**src/rtl/sorted_list_table_top_assert.svh**
```systemverilog
// Assertion macros shared by the sorted list table RTL.
// IMPL checks a consequent in the same cycle, NEXT checks it in the cycle after.
`ifndef SORTED_LIST_TABLE_TOP_ASSERT_SVH
`define SORTED_LIST_TABLE_TOP_ASSERT_SVH

`ifndef SYNTHESIS
`define SLT_AST_IMPL(lbl, clk, rst_n, ante, cons) \
    lbl: assert property (@(posedge clk) disable iff (!rst_n) (ante) |-> (cons)) \
        else $error("sorted list table: assertion failed");
`define SLT_AST_NEXT(lbl, clk, rst_n, ante, cons) \
    lbl: assert property (@(posedge clk) disable iff (!rst_n) (ante) |=> (cons)) \
        else $error("sorted list table: assertion failed");
`else
`define SLT_AST_IMPL(lbl, clk, rst_n, ante, cons)
`define SLT_AST_NEXT(lbl, clk, rst_n, ante, cons)
`endif

`endif

```
**src/rtl/slt_pkg.sv**
```systemverilog
`timescale 1ns / 1ps

package slt_pkg;

    localparam int CAPACITY_DEF = 64;
    localparam int VALUE_W      = 32;
    localparam int CMD_W        = 2;
    localparam int OUT_CNT_W    = 7;

    typedef enum logic [CMD_W-1:0] {
        CMD_INSERT = 2'd0,
        CMD_SEARCH = 2'd1,
        CMD_REMOVE = 2'd2,
        CMD_CLEAR  = 2'd3
    } t_cmd;

    typedef struct packed {
        logic                 success;
        logic                 table_full;
        logic [OUT_CNT_W-1:0] probes;
        logic [OUT_CNT_W-1:0] entry_count;
        logic                 is_empty;
    } t_result;

endpackage

```
**src/rtl/slt_ram.sv**
```systemverilog
`timescale 1ns / 1ps

module slt_ram #(
    parameter int WIDTH = 32,
    parameter int DEPTH = 64,
    localparam int AW   = (DEPTH > 1) ? $clog2(DEPTH) : 1
) (
    input  logic             i_clk,
    input  logic             i_wr_en,
    input  logic [AW-1:0]    i_wr_addr,
    input  logic [WIDTH-1:0] i_wr_data,
    input  logic             i_rd_en,
    input  logic [AW-1:0]    i_rd_addr,
    output logic [WIDTH-1:0] o_rd_data
);

    logic [WIDTH-1:0] r_mem [DEPTH];
    logic [WIDTH-1:0] r_rd_data;

    always_ff @(posedge i_clk) begin
        if (i_wr_en) begin
            r_mem[i_wr_addr] <= i_wr_data;
        end
        if (i_rd_en) begin
            r_rd_data <= r_mem[i_rd_addr];
        end
    end

    assign o_rd_data = r_rd_data;

endmodule

```
**src/rtl/slt_walk.sv**
```systemverilog
`timescale 1ns / 1ps
`include "sorted_list_table_top_assert.svh"

module slt_walk #(
    parameter int CAPACITY = slt_pkg::CAPACITY_DEF,
    localparam int AW      = $clog2(CAPACITY),
    localparam int CW      = $clog2(CAPACITY + 1)
) (
    input  logic                             i_clk,
    input  logic                             i_rst_n,
    input  logic                             i_valid,
    output logic                             o_stall,
    input  logic [slt_pkg::CMD_W-1:0]        i_command,
    input  logic signed [slt_pkg::VALUE_W-1:0] i_value,
    output logic                             o_fin,
    input  logic                             i_fin_ack,
    output slt_pkg::t_result                 o_res,
    output logic                             o_rd_en,
    output logic [AW-1:0]                    o_rd_addr,
    input  logic [slt_pkg::VALUE_W-1:0]      i_rd_data,
    output logic                             o_wr_en,
    output logic [AW-1:0]                    o_wr_addr,
    output logic [slt_pkg::VALUE_W-1:0]      o_wr_data
);

    typedef enum logic [1:0] {
        S_IDLE,
        S_WALK,
        S_PUT,
        S_FIN
    } t_state;

    t_state                          r_state;
    slt_pkg::t_cmd                   r_cmd;
    logic signed [slt_pkg::VALUE_W-1:0] r_val;
    logic [CW-1:0]                   r_count;
    logic [CW-1:0]                   r_new_count;
    logic [CW-1:0]                   r_left;
    logic [CW-1:0]                   r_probes;
    logic [AW-1:0]                   r_ptr;
    logic [AW-1:0]                   r_didx;
    logic [AW-1:0]                   r_wpos;
    logic                            r_pend;
    logic                            r_shift;
    logic                            r_succ;
    logic                            r_full;

    logic                            w_issue;
    logic                            w_gt;
    logic                            w_lt;
    logic                            w_eq;
    logic                            w_last_up;
    logic                            w_first;

    assign w_issue   = (r_state == S_WALK) && (r_left != '0);
    assign w_gt      = $signed(i_rd_data) > r_val;
    assign w_lt      = $signed(i_rd_data) < r_val;
    assign w_eq      = $signed(i_rd_data) == r_val;
    assign w_last_up = (CW'(r_didx) + CW'(1)) == r_count;
    assign w_first   = r_didx == '0;

    assign o_rd_en   = w_issue;
    assign o_rd_addr = r_ptr;
    assign o_stall   = r_state != S_IDLE;
    assign o_fin     = r_state == S_FIN;

    assign o_res = '{
        success:     r_succ,
        table_full:  r_full,
        probes:      slt_pkg::OUT_CNT_W'(r_probes),
        entry_count: slt_pkg::OUT_CNT_W'(r_new_count),
        is_empty:    r_new_count == '0
    };

    // Insert shifts an entry up one place, remove shifts one down; reads run ahead
    // of the writes in the other direction, so no entry is read after being moved.
    always_comb begin
        o_wr_en   = 1'b0;
        o_wr_addr = r_didx;
        o_wr_data = i_rd_data;
        if (r_state == S_WALK && r_pend) begin
            case (r_cmd)
                slt_pkg::CMD_INSERT: begin
                    o_wr_en   = 1'b1;
                    o_wr_addr = r_didx + AW'(1);
                    o_wr_data = w_gt ? i_rd_data : $unsigned(r_val);
                end
                slt_pkg::CMD_REMOVE: begin
                    if (r_shift) begin
                        o_wr_en   = 1'b1;
                        o_wr_addr = r_didx - AW'(1);
                    end
                end
                default: ;
            endcase
        end else if (r_state == S_PUT) begin
            o_wr_en   = 1'b1;
            o_wr_addr = r_wpos;
            o_wr_data = $unsigned(r_val);
        end
    end

    always_ff @(posedge i_clk) begin
        if (!i_rst_n) begin
            r_state <= S_IDLE;
            r_count <= '0;
            r_pend  <= 1'b0;
        end else begin
            r_pend <= w_issue;
            if (w_issue) begin
                r_didx <= r_ptr;
                r_left <= r_left - CW'(1);
                r_ptr  <= (r_cmd == slt_pkg::CMD_INSERT) ? r_ptr - AW'(1) : r_ptr + AW'(1);
            end
            case (r_state)
                S_IDLE: begin
                    if (i_valid) begin
                        r_cmd    <= slt_pkg::t_cmd'(i_command);
                        r_val    <= i_value;
                        r_probes <= '0;
                        r_shift  <= 1'b0;
                        r_full   <= (slt_pkg::t_cmd'(i_command) == slt_pkg::CMD_INSERT)
                                    && (r_count >= CW'(CAPACITY));
                        case (slt_pkg::t_cmd'(i_command))
                            slt_pkg::CMD_INSERT: begin
                                if (r_count >= CW'(CAPACITY)) begin
                                    r_succ      <= 1'b0;
                                    r_new_count <= r_count;
                                    r_state     <= S_FIN;
                                end else if (r_count == '0) begin
                                    r_wpos      <= '0;
                                    r_new_count <= CW'(1);
                                    r_succ      <= 1'b1;
                                    r_state     <= S_PUT;
                                end else begin
                                    // walk down from the top entry
                                    r_ptr       <= AW'(r_count - CW'(1));
                                    r_left      <= r_count;
                                    r_new_count <= r_count + CW'(1);
                                    r_succ      <= 1'b1;
                                    r_state     <= S_WALK;
                                end
                            end
                            slt_pkg::CMD_SEARCH, slt_pkg::CMD_REMOVE: begin
                                r_succ      <= 1'b0;
                                r_new_count <= r_count;
                                if (r_count == '0) begin
                                    r_state <= S_FIN;
                                end else begin
                                    r_ptr   <= '0;
                                    r_left  <= r_count;
                                    r_state <= S_WALK;
                                end
                            end
                            default: begin
                                r_new_count <= '0;
                                r_succ      <= 1'b1;
                                r_state     <= S_FIN;
                            end
                        endcase
                    end
                end
                S_WALK: begin
                    if (r_pend) begin
                        case (r_cmd)
                            slt_pkg::CMD_INSERT: begin
                                if (!w_gt) begin
                                    r_state <= S_FIN;
                                end else if (w_first) begin
                                    // every entry moved up: the new value goes to the head
                                    r_wpos  <= '0;
                                    r_state <= S_PUT;
                                end
                            end
                            slt_pkg::CMD_SEARCH: begin
                                r_probes <= CW'(r_didx) + CW'(1);
                                if (w_eq) begin
                                    r_succ  <= 1'b1;
                                    r_state <= S_FIN;
                                end else if (w_gt || w_last_up) begin
                                    r_state <= S_FIN;
                                end
                            end
                            slt_pkg::CMD_REMOVE: begin
                                if (r_shift || w_lt) begin
                                    if (w_last_up) begin
                                        r_state <= S_FIN;
                                    end
                                end else if (w_eq) begin
                                    r_shift     <= 1'b1;
                                    r_succ      <= 1'b1;
                                    r_new_count <= r_count - CW'(1);
                                    if (w_last_up) begin
                                        r_state <= S_FIN;
                                    end
                                end else begin
                                    r_state <= S_FIN;
                                end
                            end
                            default: r_state <= S_FIN;
                        endcase
                    end
                end
                S_PUT: begin
                    r_state <= S_FIN;
                end
                S_FIN: begin
                    if (i_fin_ack) begin
                        r_count <= r_new_count;
                        r_state <= S_IDLE;
                    end
                end
                default: r_state <= S_IDLE;
            endcase
        end
    end

    `SLT_AST_IMPL(a_count_cap, i_clk, i_rst_n, 1'b1, r_count <= CW'(CAPACITY))
    `SLT_AST_IMPL(a_wr_state, i_clk, i_rst_n, o_wr_en, (r_state == S_WALK || r_state == S_PUT))
    `SLT_AST_NEXT(a_accept_busy, i_clk, i_rst_n, (i_valid && r_state == S_IDLE), r_state != S_IDLE)
    `SLT_AST_NEXT(a_fin_idle, i_clk, i_rst_n, (r_state == S_FIN && i_fin_ack), r_state == S_IDLE)

endmodule

```
**src/rtl/sorted_list_table_top.sv**
```systemverilog
`timescale 1ns / 1ps
// Sorted list table: keeps up to CAPACITY signed 32-bit values in ascending order.
// Input channel: i_valid / o_stall with i_command (insert, search, remove, clear)
// and i_value. A transaction is taken when i_valid is high and o_stall is low.
// Output channel: o_valid / i_stall with o_success, o_table_full, o_probes,
// o_entry_count and o_is_empty; exactly one result transaction per command.
// The entries sit in one synchronous RAM (one write port, one read port, registered read).
// Search, remove and insert stream through the stored entries one per cycle:
// search and remove walk upwards from the lowest entry, insert walks down from the
// highest while shifting entries up. One command is worked on at a time; o_stall is
// high until it is done.
// A finished result waits in the output register while the next command is taken;
// if the receiver keeps i_stall high, the following command holds before completion.
// Reset (synchronous, active low) empties the table and drops any pending result.

module sorted_list_table_top #(
    parameter int CAPACITY = slt_pkg::CAPACITY_DEF
) (
    input  logic                               i_clk,
    input  logic                               i_rst_n,
    input  logic                               i_valid,
    output logic                               o_stall,
    input  logic [slt_pkg::CMD_W-1:0]          i_command,
    input  logic signed [slt_pkg::VALUE_W-1:0] i_value,
    output logic                               o_valid,
    input  logic                               i_stall,
    output logic                               o_success,
    output logic                               o_table_full,
    output logic [slt_pkg::OUT_CNT_W-1:0]      o_probes,
    output logic [slt_pkg::OUT_CNT_W-1:0]      o_entry_count,
    output logic                               o_is_empty
);

    localparam int AW = $clog2(CAPACITY);

    logic                          w_fin;
    logic                          w_fin_ack;
    slt_pkg::t_result              w_res;
    logic                          w_rd_en;
    logic [AW-1:0]                 w_rd_addr;
    logic [slt_pkg::VALUE_W-1:0]   w_rd_data;
    logic                          w_wr_en;
    logic [AW-1:0]                 w_wr_addr;
    logic [slt_pkg::VALUE_W-1:0]   w_wr_data;

    logic                          r_o_valid;
    slt_pkg::t_result              r_res;

    slt_ram #(
        .WIDTH (slt_pkg::VALUE_W),
        .DEPTH (CAPACITY)
    ) u_ram (
        .i_clk     (i_clk),
        .i_wr_en   (w_wr_en),
        .i_wr_addr (w_wr_addr),
        .i_wr_data (w_wr_data),
        .i_rd_en   (w_rd_en),
        .i_rd_addr (w_rd_addr),
        .o_rd_data (w_rd_data)
    );

    slt_walk #(
        .CAPACITY (CAPACITY)
    ) u_walk (
        .i_clk     (i_clk),
        .i_rst_n   (i_rst_n),
        .i_valid   (i_valid),
        .o_stall   (o_stall),
        .i_command (i_command),
        .i_value   (i_value),
        .o_fin     (w_fin),
        .i_fin_ack (w_fin_ack),
        .o_res     (w_res),
        .o_rd_en   (w_rd_en),
        .o_rd_addr (w_rd_addr),
        .i_rd_data (w_rd_data),
        .o_wr_en   (w_wr_en),
        .o_wr_addr (w_wr_addr),
        .o_wr_data (w_wr_data)
    );

    // load the output register once it is free or being emptied this cycle
    assign w_fin_ack = w_fin && (!r_o_valid || !i_stall);

    always_ff @(posedge i_clk) begin
        if (!i_rst_n) begin
            r_o_valid <= 1'b0;
        end else if (w_fin_ack) begin
            r_o_valid <= 1'b1;
        end else if (!i_stall) begin
            r_o_valid <= 1'b0;
        end
    end

    always_ff @(posedge i_clk) begin
        if (w_fin_ack) begin
            r_res <= w_res;
        end
    end

    assign o_valid       = r_o_valid;
    assign o_success     = r_res.success;
    assign o_table_full  = r_res.table_full;
    assign o_probes      = r_res.probes;
    assign o_entry_count = r_res.entry_count;
    assign o_is_empty    = r_res.is_empty;

endmodule

```
**config.mk**
```make
export PLATFORM = sky130hd
export DESIGN_NAME = sorted_list_table_top
export DESIGN_NICKNAME = d
export VERILOG_FILES = /design/src/rtl/slt_pkg.sv /design/src/rtl/slt_ram.sv /design/src/rtl/slt_walk.sv /design/src/rtl/sorted_list_table_top.sv
export VERILOG_INCLUDE_DIRS = /design/src /design/src/rtl
export SDC_FILE = /design/constraint.sdc
export NUM_CORES = 2
export LEC_CHECK = 0
export BUFFER_PORTS_ARGS = -buffer_cell sky130_fd_sc_hd__buf_2
export CORE_MARGIN = 2
export CORE_UTILIZATION = 61
export CTS_BUF_LIST = sky130_fd_sc_hd__clkbuf_8 sky130_fd_sc_hd__clkbuf_16
export DETAILED_ROUTE_END_ITERATION = 10
export GPL_ROUTABILITY_DRIVEN = 0
export HOLD_SLACK_MARGIN = 0.02
export PLACE_DENSITY = 0.78
export RECOVER_POWER = 25
export REMOVE_ABC_BUFFERS = 1
export SLEW_MARGIN = 20
export SYNTH_ARGS = -nofsm -noshare
export SYNTH_HDL_FRONTEND = slang
export SYNTH_SLANG_ARGS = --single-unit
```
**constraint.sdc**
```tcl
create_clock -name i_clk -period 4.5 [get_ports i_clk]
set_input_delay 0.675 -clock i_clk [delete_from_list [all_inputs] [get_ports i_clk]]
set_output_delay 0.675 -clock i_clk [all_outputs]
set_load 0.005 [all_outputs]
```
Yosys cells after proc, flatten, opt, wreduce, memory -nomap -nowiden
Memories as Yosys holds them, arrays and structs flattened. A register that Yosys moved wholly into a read port is not among the register bits.
Index checks and enable logic that the tools add are counted.
{ "word_totals": {"register_bits": 104, "ramBits": 2048, "inputBits": 38, "output_inout_bits": 19, "elab_cells": 168, "memories": 1} }
{ "classes": {"n_addsub": 8, "order_cmp": 3, "n_eq_ne": 27, "muxes": 82, "reduce_logical": 27} }
{ "memory_table": {"columns": ["memory", "words", "word_bits", "read_ports", "rd_ports_with_merged_regs", "wr", "line_no", "source"], "rows": [
  ["u_ram.r_mem", 64, 32, 1, 1, 1, "slt_ram.sv:17", "logic [WIDTH-1:0] r_mem [DEPTH];"]
]} }
{ "op_table": {"columns": ["operator", "count"], "rows": [
  ["$mux W32", 4],
  ["$mux W6", 18],
  ["$mux W7", 15],
  ["$pmux W7 S2", 4],
  ["$pmux W6 S2", 3],
  ["$eq A32 B32 Y1", 1],
  ["$gt A32 B32 Y1", 1],
  ["$lt A32 B32 Y1", 1],
  ["$mux W2", 13],
  ["$mux W1", 17],
  ["$ne A2 B1 Y1 const B", 8],
  ["$logic_not A7 Y1", 2],
  ["$sub A7 B1 Y7 const B", 2],
  ["$add A6 B1 Y6 const B", 2],
  ["$ne A2 B2 Y1 const B", 6],
  ["$sub A6 B1 Y6 const B", 2],
  ["$pmux W1 S2", 5],
  ["$reduce_and A10 Y1", 1],
  ["$reduce_and A5 Y1", 2],
  ["$eq A2 B2 Y1 const B", 4],
  ["$pmux W2 S4", 1],
  ["$add A6 B1 Y7 const B", 1],
  ["$add A7 B1 Y7 const B", 1],
  ["$eq A7 B7 Y1", 1],
  ["19 further kinds", 32]
]} }

Depth between registers and ports, before layout
{ "logic_depth": {"word_depth": 8, "ltp_mapped": 11} }

Cells and area by module
A second synthesis with hierarchy kept.
{ "hier_totals": {"hier_cells": 4086, "hier_area_um2": 85584.6} }
{ "by_module_without_submodules": {"columns": ["module", "n_inst", "cells_each", "area_per_inst_um2", "seq_area_each_um2"], "rows": [
  ["slt_ram", 1, 3511, 79359.9, 62459.9],
  ["slt_walk", 1, 554, 5675.4, 2302.2],
  ["sorted_list_table_top", 1, 21, 549.3, 530.5]
]} }

Worst setup path after synthesis
OpenSTA, ideal clock, no wires.
{ "synth_timing": {"path_kind": "flip-flop to flip-flop", "start": "register u_walk.r_cmd[0]", "end": "memory u_ram.r_mem[61][0], enable pin", "arrival_time_ps": 3595, "required_time_ps": 4079, "path_slack_ps": 483, "path_stages_with_launch": 11, "n_path_buf": 1, "synth_period_minus_slack_ps": 4017, "cell_sequence": "edfxtp_1 -> inv_1 -> ha_1 -> clkbuf_1 -> inv_1 -> a311oi_1 -> o21ai_0 -> a22oi_1 -> nor3b_1 -> nand2_1 -> nor2_1"} }
{ "synth_between": {"elab_chain_cells": 5, "elab_cells_between_ends": 8, "classes_between": "1 x eq/ne; 6 x mux; 1 x reduce/logical"} }
{ "synth_lines": {"columns": ["element", "line_no", "source"], "rows": [
  ["start: declaration", "slt_walk.sv:34", "slt_pkg::t_cmd r_cmd;"],
  ["start signal: assignment", "slt_walk.sv:118", "r_cmd <= slt_pkg::t_cmd'(i_command);"],
  ["$eq A2 B2 Y1 or $logic_not A2 Y1 (tied branches)", "slt_walk.sv:82", "case (r_cmd)"],
  ["$pmux W1 S2", "slt_walk.sv:82", null],
  ["$mux W1", "slt_walk.sv:81", "if (r_state == S_WALK && r_pend) begin"],
  ["$mux W1", "slt_ram.sv:21", "if (i_wr_en) begin"],
  ["$mux W1 (not written as such)", "slt_ram.sv:22", "r_mem[i_wr_addr] <= i_wr_data;"],
  ["end: declaration", "slt_ram.sv:17", null]
]} }
Parallel ways exist; a longest one is shown, timed or not.

==> summary.txt <==
Pwr
  – Peak supply drop: 0.510 mV
  – Pleak: 0.0299 uW
  – P per Cell Area: 563 nW/um^2

GRT
  – Via count of the first global-routing pass: 42.5k
  – Combined global-route utilization of all metal layers: 0.334
  – Initial antenna violation count: 21
  – Maximum number of pins on one net before global-route repair: 90
  – Global-route wire length before repair: 326000 um
  – Total global routing overflow: 0

Setup path
  – Critical Setup Path Class: reg2reg
  – Worst R2R Path Depth: 6
  – Most frequent cell on the critical path: sky130_fd_sc_hd__mux4_2
  – Worst-case register-to-register setup slack: 0.08 ns
  – Startpoint kind of the worst setup timing path: flop
  – Destination of the worst register-to-register timing path: u_ram.o_rd_data[3]$_DFFE_PP_
  – Cell depth of the worst setup path: 6
  – Cell with the biggest individual delay on the critical path: sky130_fd_sc_hd__buf_2
  – CP top delay family: buffers and inverters
  – Start of the worst register-to-register path: u_walk.o_rd_addr[0]$_DFFE_PP_
  – Crit path arrival time: 4.97 ns
  – Timing startpoint of the critical path: u_walk.o_rd_addr[0]$_DFFE_PP_
  – Crit path capture type: flop
  – Number of buffer and inverter stages on the critical path: 3
  – Worst Path Max Fanout: 18
  – WP data required: 5.06 ns
  – Cell breakdown of the critical path: clkbuf_2 > buf_2 > buf_4 > mux4_2 > mux4_2 > mux4_2
  – Stage delay of the slowest cell on the critical path: 0.76 ns
  – Destination of the critical timing path: u_ram.o_rd_data[3]$_DFFE_PP_

Synthesis
  – Mapped Area: 84800 sq um
  – Post-synth EDFFs: 2167
  – Number of warning messages in the yosys log: 0
  – Cell accounting for the most synthesized area: sky130_fd_sc_hd__edfxtp_1
  – Count of distinct cell types in the synthesized netlist: 66
  – Share of synthesized flip-flops with an asynchronous set or reset: 0
  – Post-Syn Instances: 3577
  – Flip-flop cell with the highest count after synthesis: sky130_fd_sc_hd__edfxtp_1
  – Seq cells post-synth: 2178
  – Top post-synthesis cells by area: sky130_fd_sc_hd__edfxtp_1 77%, sky130_fd_sc_hd__mux4_2 18%, sky130_fd_sc_hd__ha_1 0.69%
  – Sequential-to-total area share from yosys stat: 0.770
  – Post-synthesis area per instance: 23.7 sq um
  – Yosys top cell area share: 0.767

Route
  – WL/cell: 39.9 um
  – Routed WL: 232000 um
  – DRC violation total after the first TritonRoute iteration: 7641
  – Number of nets with antenna violations after detailed routing: 0
  – Vias/cell: 7.35
  – Number of iterations in the first detailed-routing pass: 6
  – Via count: 42.7k
  – DRC viols: 0

STA
  – Worst-Margin Slew: 2.37 ns
  – Final Max Slew Viols: 134
  – Min setup slack post-route: 0.0836 ns
  – Setup repair after global routing missed its margin: false
  – Number of hold-slack violations in the final timing report: 0
  – Clock tree skew after final layout: 0.0428 ns
  – Tightest hold margin: 0.163 ns
  – Slew Limit Headroom: -0.577
  – TNS Setup: 0 ns
  – Period utilization: 0.981
  – Time the worst path needs with I/O delays and setup: 4.42 ns
  – Number of setup violations in the final report: 0
  – Highest clock rate: 226 MHz

Placed design
  – HPWL Detailed: 118000 um
  – # placed instances: 5420
  – Post-Place Setup Slack: 0.237 ns
  – Port bufs: 56

Layout
  – Combined flip-flop and latch cell area: 65300 sq um
  – Multi-input combinational cell area: 18900 sq um
  – Synthesis-to-layout area growth: 12.2%
  – Share of post-route cells with drive strength above 1: 0.299
  – Total number of nets in the final design: 3924
  – Count of fill cells added during filler insertion: 7492
  – Number of standard cells in the final layout excluding fillers: 5807

CTS
  – Root Buffer Master: sky130_fd_sc_hd__clkbuf_16
  – Clock network latency to the later pin of the worst-skew pair: 0.86 ns
  – Clock tree from TritonCTS: done
  – Clock net sink count: 2178
  – Maximum root-to-sink buffer count: 3
  – CTS buffer count: 200
  – Number of setup buffers added after CTS: 0
  – Clock Pin Slew Worst Setup and Hold Paths: 0.06 ns
  – Number of levels the H-tree was split into: 4

Hold path
  – Class of the most critical hold timing path: in2reg

Floorplan
  – Effective utilization at floorplan: 0.615
  – Die Y-Extent: 377 um
  – Die W: 377 um
  – Site Rows: 136
  – Std-Cell Core Area: 138000 sq um
  – Num ports: 57
  – Die outline area: 142000 sq um

Flow run
  – Number of violations of the max-capacitance limit: 4

Outcome
  – Run status: complete, but fails checks
  – Violated checks: capacitance limit, slew limit
[cell usage in the layout, fill, tap and decap left out, drive strengths merged, types with 4 or more instances in the layout]
master,count
mux4,672
ha,47
mux2,32
clkbuf,308
nor2,95
diode,4
a21oi,36
dfxtp,11
dlygate4sd3,10
buf,124
mux2i,11
nand2b,5
bufinv,21
nand4,12
or3,4
nand2,58
and2,9
nand3,20
nor3,15
inv,115
nor2b,10
o22ai,13
clkinv,84
clkinvlp,8
and3,4
edfxtp,2167
a211oi,4
o21ai,28
a21o,4
o211ai,4
a31oi,4
xor2,7
xnor2,19
[flip-flops by register name, summed over array words and instances (netlist names), 2 cells and up]
register,cells
o_entry_count,7
u_walk.r_val,32
u_ram.r_mem,2048
u_walk.r_state,2
u_walk.r_count,7
u_walk.r_didx,6
u_walk.o_rd_addr,6
u_ram.o_rd_data,32
u_walk.r_cmd,2
u_walk.r_new_count,7
o_probes,7
u_walk.r_probes,7
u_walk.r_left,7
[cell type report]
cell class | count | area share
tap | 1794 | 0.0236
timing repair buffer | 239 | 0.0215
inverter | 58 | 0.00229
sequential | 2178 | 0.686
multi-input combinational | 1161 | 0.198
antenna | 4 | 0.000105
clock inverter | 170 | 0.0150
clock buffer | 203 | 0.0534
[kinds of logic after synthesis]
family	after synthesis	share of synthesized area
AO/OA/AOI/OAI	122	0.00923
XOR/XNOR	27	0.00296
adder cells (fa/ha/maj)	49	0.00729
buffers and inverters	238	0.0118
flip-flops	2178	0.770
multiplexers	715	0.185
AND/OR/NAND/NOR	248	0.0137
[synth_stat cells, types with 4 or more instances]
cell	number
sky130_fd_sc_hd__dfxtp_1	11
sky130_fd_sc_hd__o22ai_1	13
sky130_fd_sc_hd__mux4_2	672
sky130_fd_sc_hd__edfxtp_1	2167
sky130_fd_sc_hd__o21ai_0	23
sky130_fd_sc_hd__and2_1	9
sky130_fd_sc_hd__nand3_1	20
sky130_fd_sc_hd__mux2i_1	11
sky130_fd_sc_hd__inv_1	57
sky130_fd_sc_hd__and3_1	4
sky130_fd_sc_hd__a31oi_1	4
sky130_fd_sc_hd__nand4_1	11
sky130_fd_sc_hd__xor2_1	7
sky130_fd_sc_hd__buf_2	47
sky130_fd_sc_hd__nor2_1	95
sky130_fd_sc_hd__a211oi_1	4
sky130_fd_sc_hd__clkbuf_1	105
sky130_fd_sc_hd__nor2b_1	10
sky130_fd_sc_hd__o21ai_1	5
sky130_fd_sc_hd__buf_1	25
sky130_fd_sc_hd__mux2_4	30
sky130_fd_sc_hd__a21oi_1	36
sky130_fd_sc_hd__or3_1	4
sky130_fd_sc_hd__nor3_1	14
sky130_fd_sc_hd__ha_1	47
sky130_fd_sc_hd__a21o_1	4
sky130_fd_sc_hd__nand2b_1	5
sky130_fd_sc_hd__xnor2_1	19
sky130_fd_sc_hd__nand2_1	57
[worst min path at each step]
stage / start / to / slack [ns] / depth (start not counted)
final: i_command[0] / u_walk.r_cmd[0]$_DFFE_PP_ / 0.16 / 1
after CTS: i_value[9] / u_walk.r_val[9]$_DFFE_PP_ / 0.03 / 1
after floorplan: u_walk.r_probes[0]$_SDFFCE_PN0P_ / o_probes[0]$_DFFE_PP_ / 0.40 / 0
after detailed placement: u_walk.r_probes[1]$_SDFFCE_PN0P_ / o_probes[1]$_DFFE_PP_ / 0.40 / 0
after global placement: u_walk.r_probes[5]$_SDFFCE_PN0P_ / o_probes[5]$_DFFE_PP_ / 0.40 / 0
after global routing: i_value[11] / u_walk.r_val[11]$_DFFE_PP_ / 0.14 / 1
[stage by stage]
step | area, sq um | utilization | total power [uW]
global route | 95200 | 0.691 | 54900
finish | 95200 | 0.691 | 53600
floorplan | 84000 | - | 33000
CTS | 95800 | 0.695 | 53700
detailed placement | 89100 | 0.647 | 36600
global placement | 89100 | 0.647 | 36300
[report_power, final]
part           internal [uW]  leakage (uW)  switching [uW]
logic                   4510       0.00696            6830
clock network           9420       0.00336            7620
registers              25000        0.0196             275
[layer usage]
metal / track usage / wire [um] / vias up / part of all wire
li1: - / - / 15900 / -
met1: 0.457 / 79300 / 22200 / 0.34
met5: 0 / 101 / - / 0.00044
met4: 0.144 / 11200 / 14 / 0.048
met2: 0.520 / 111000 / 3889 / 0.48
met3: 0.0860 / 29600 / 702 / 0.13
[what timing repair did]
| action | in CTS | in global routing |
|---|---|---|
| endpoints found under the hold margin | 10 | 0 |
| hold buffers | 10 | 0 |
| gates resized for setup | 0 | 0 |
Power figures use the tool's default switching activity.
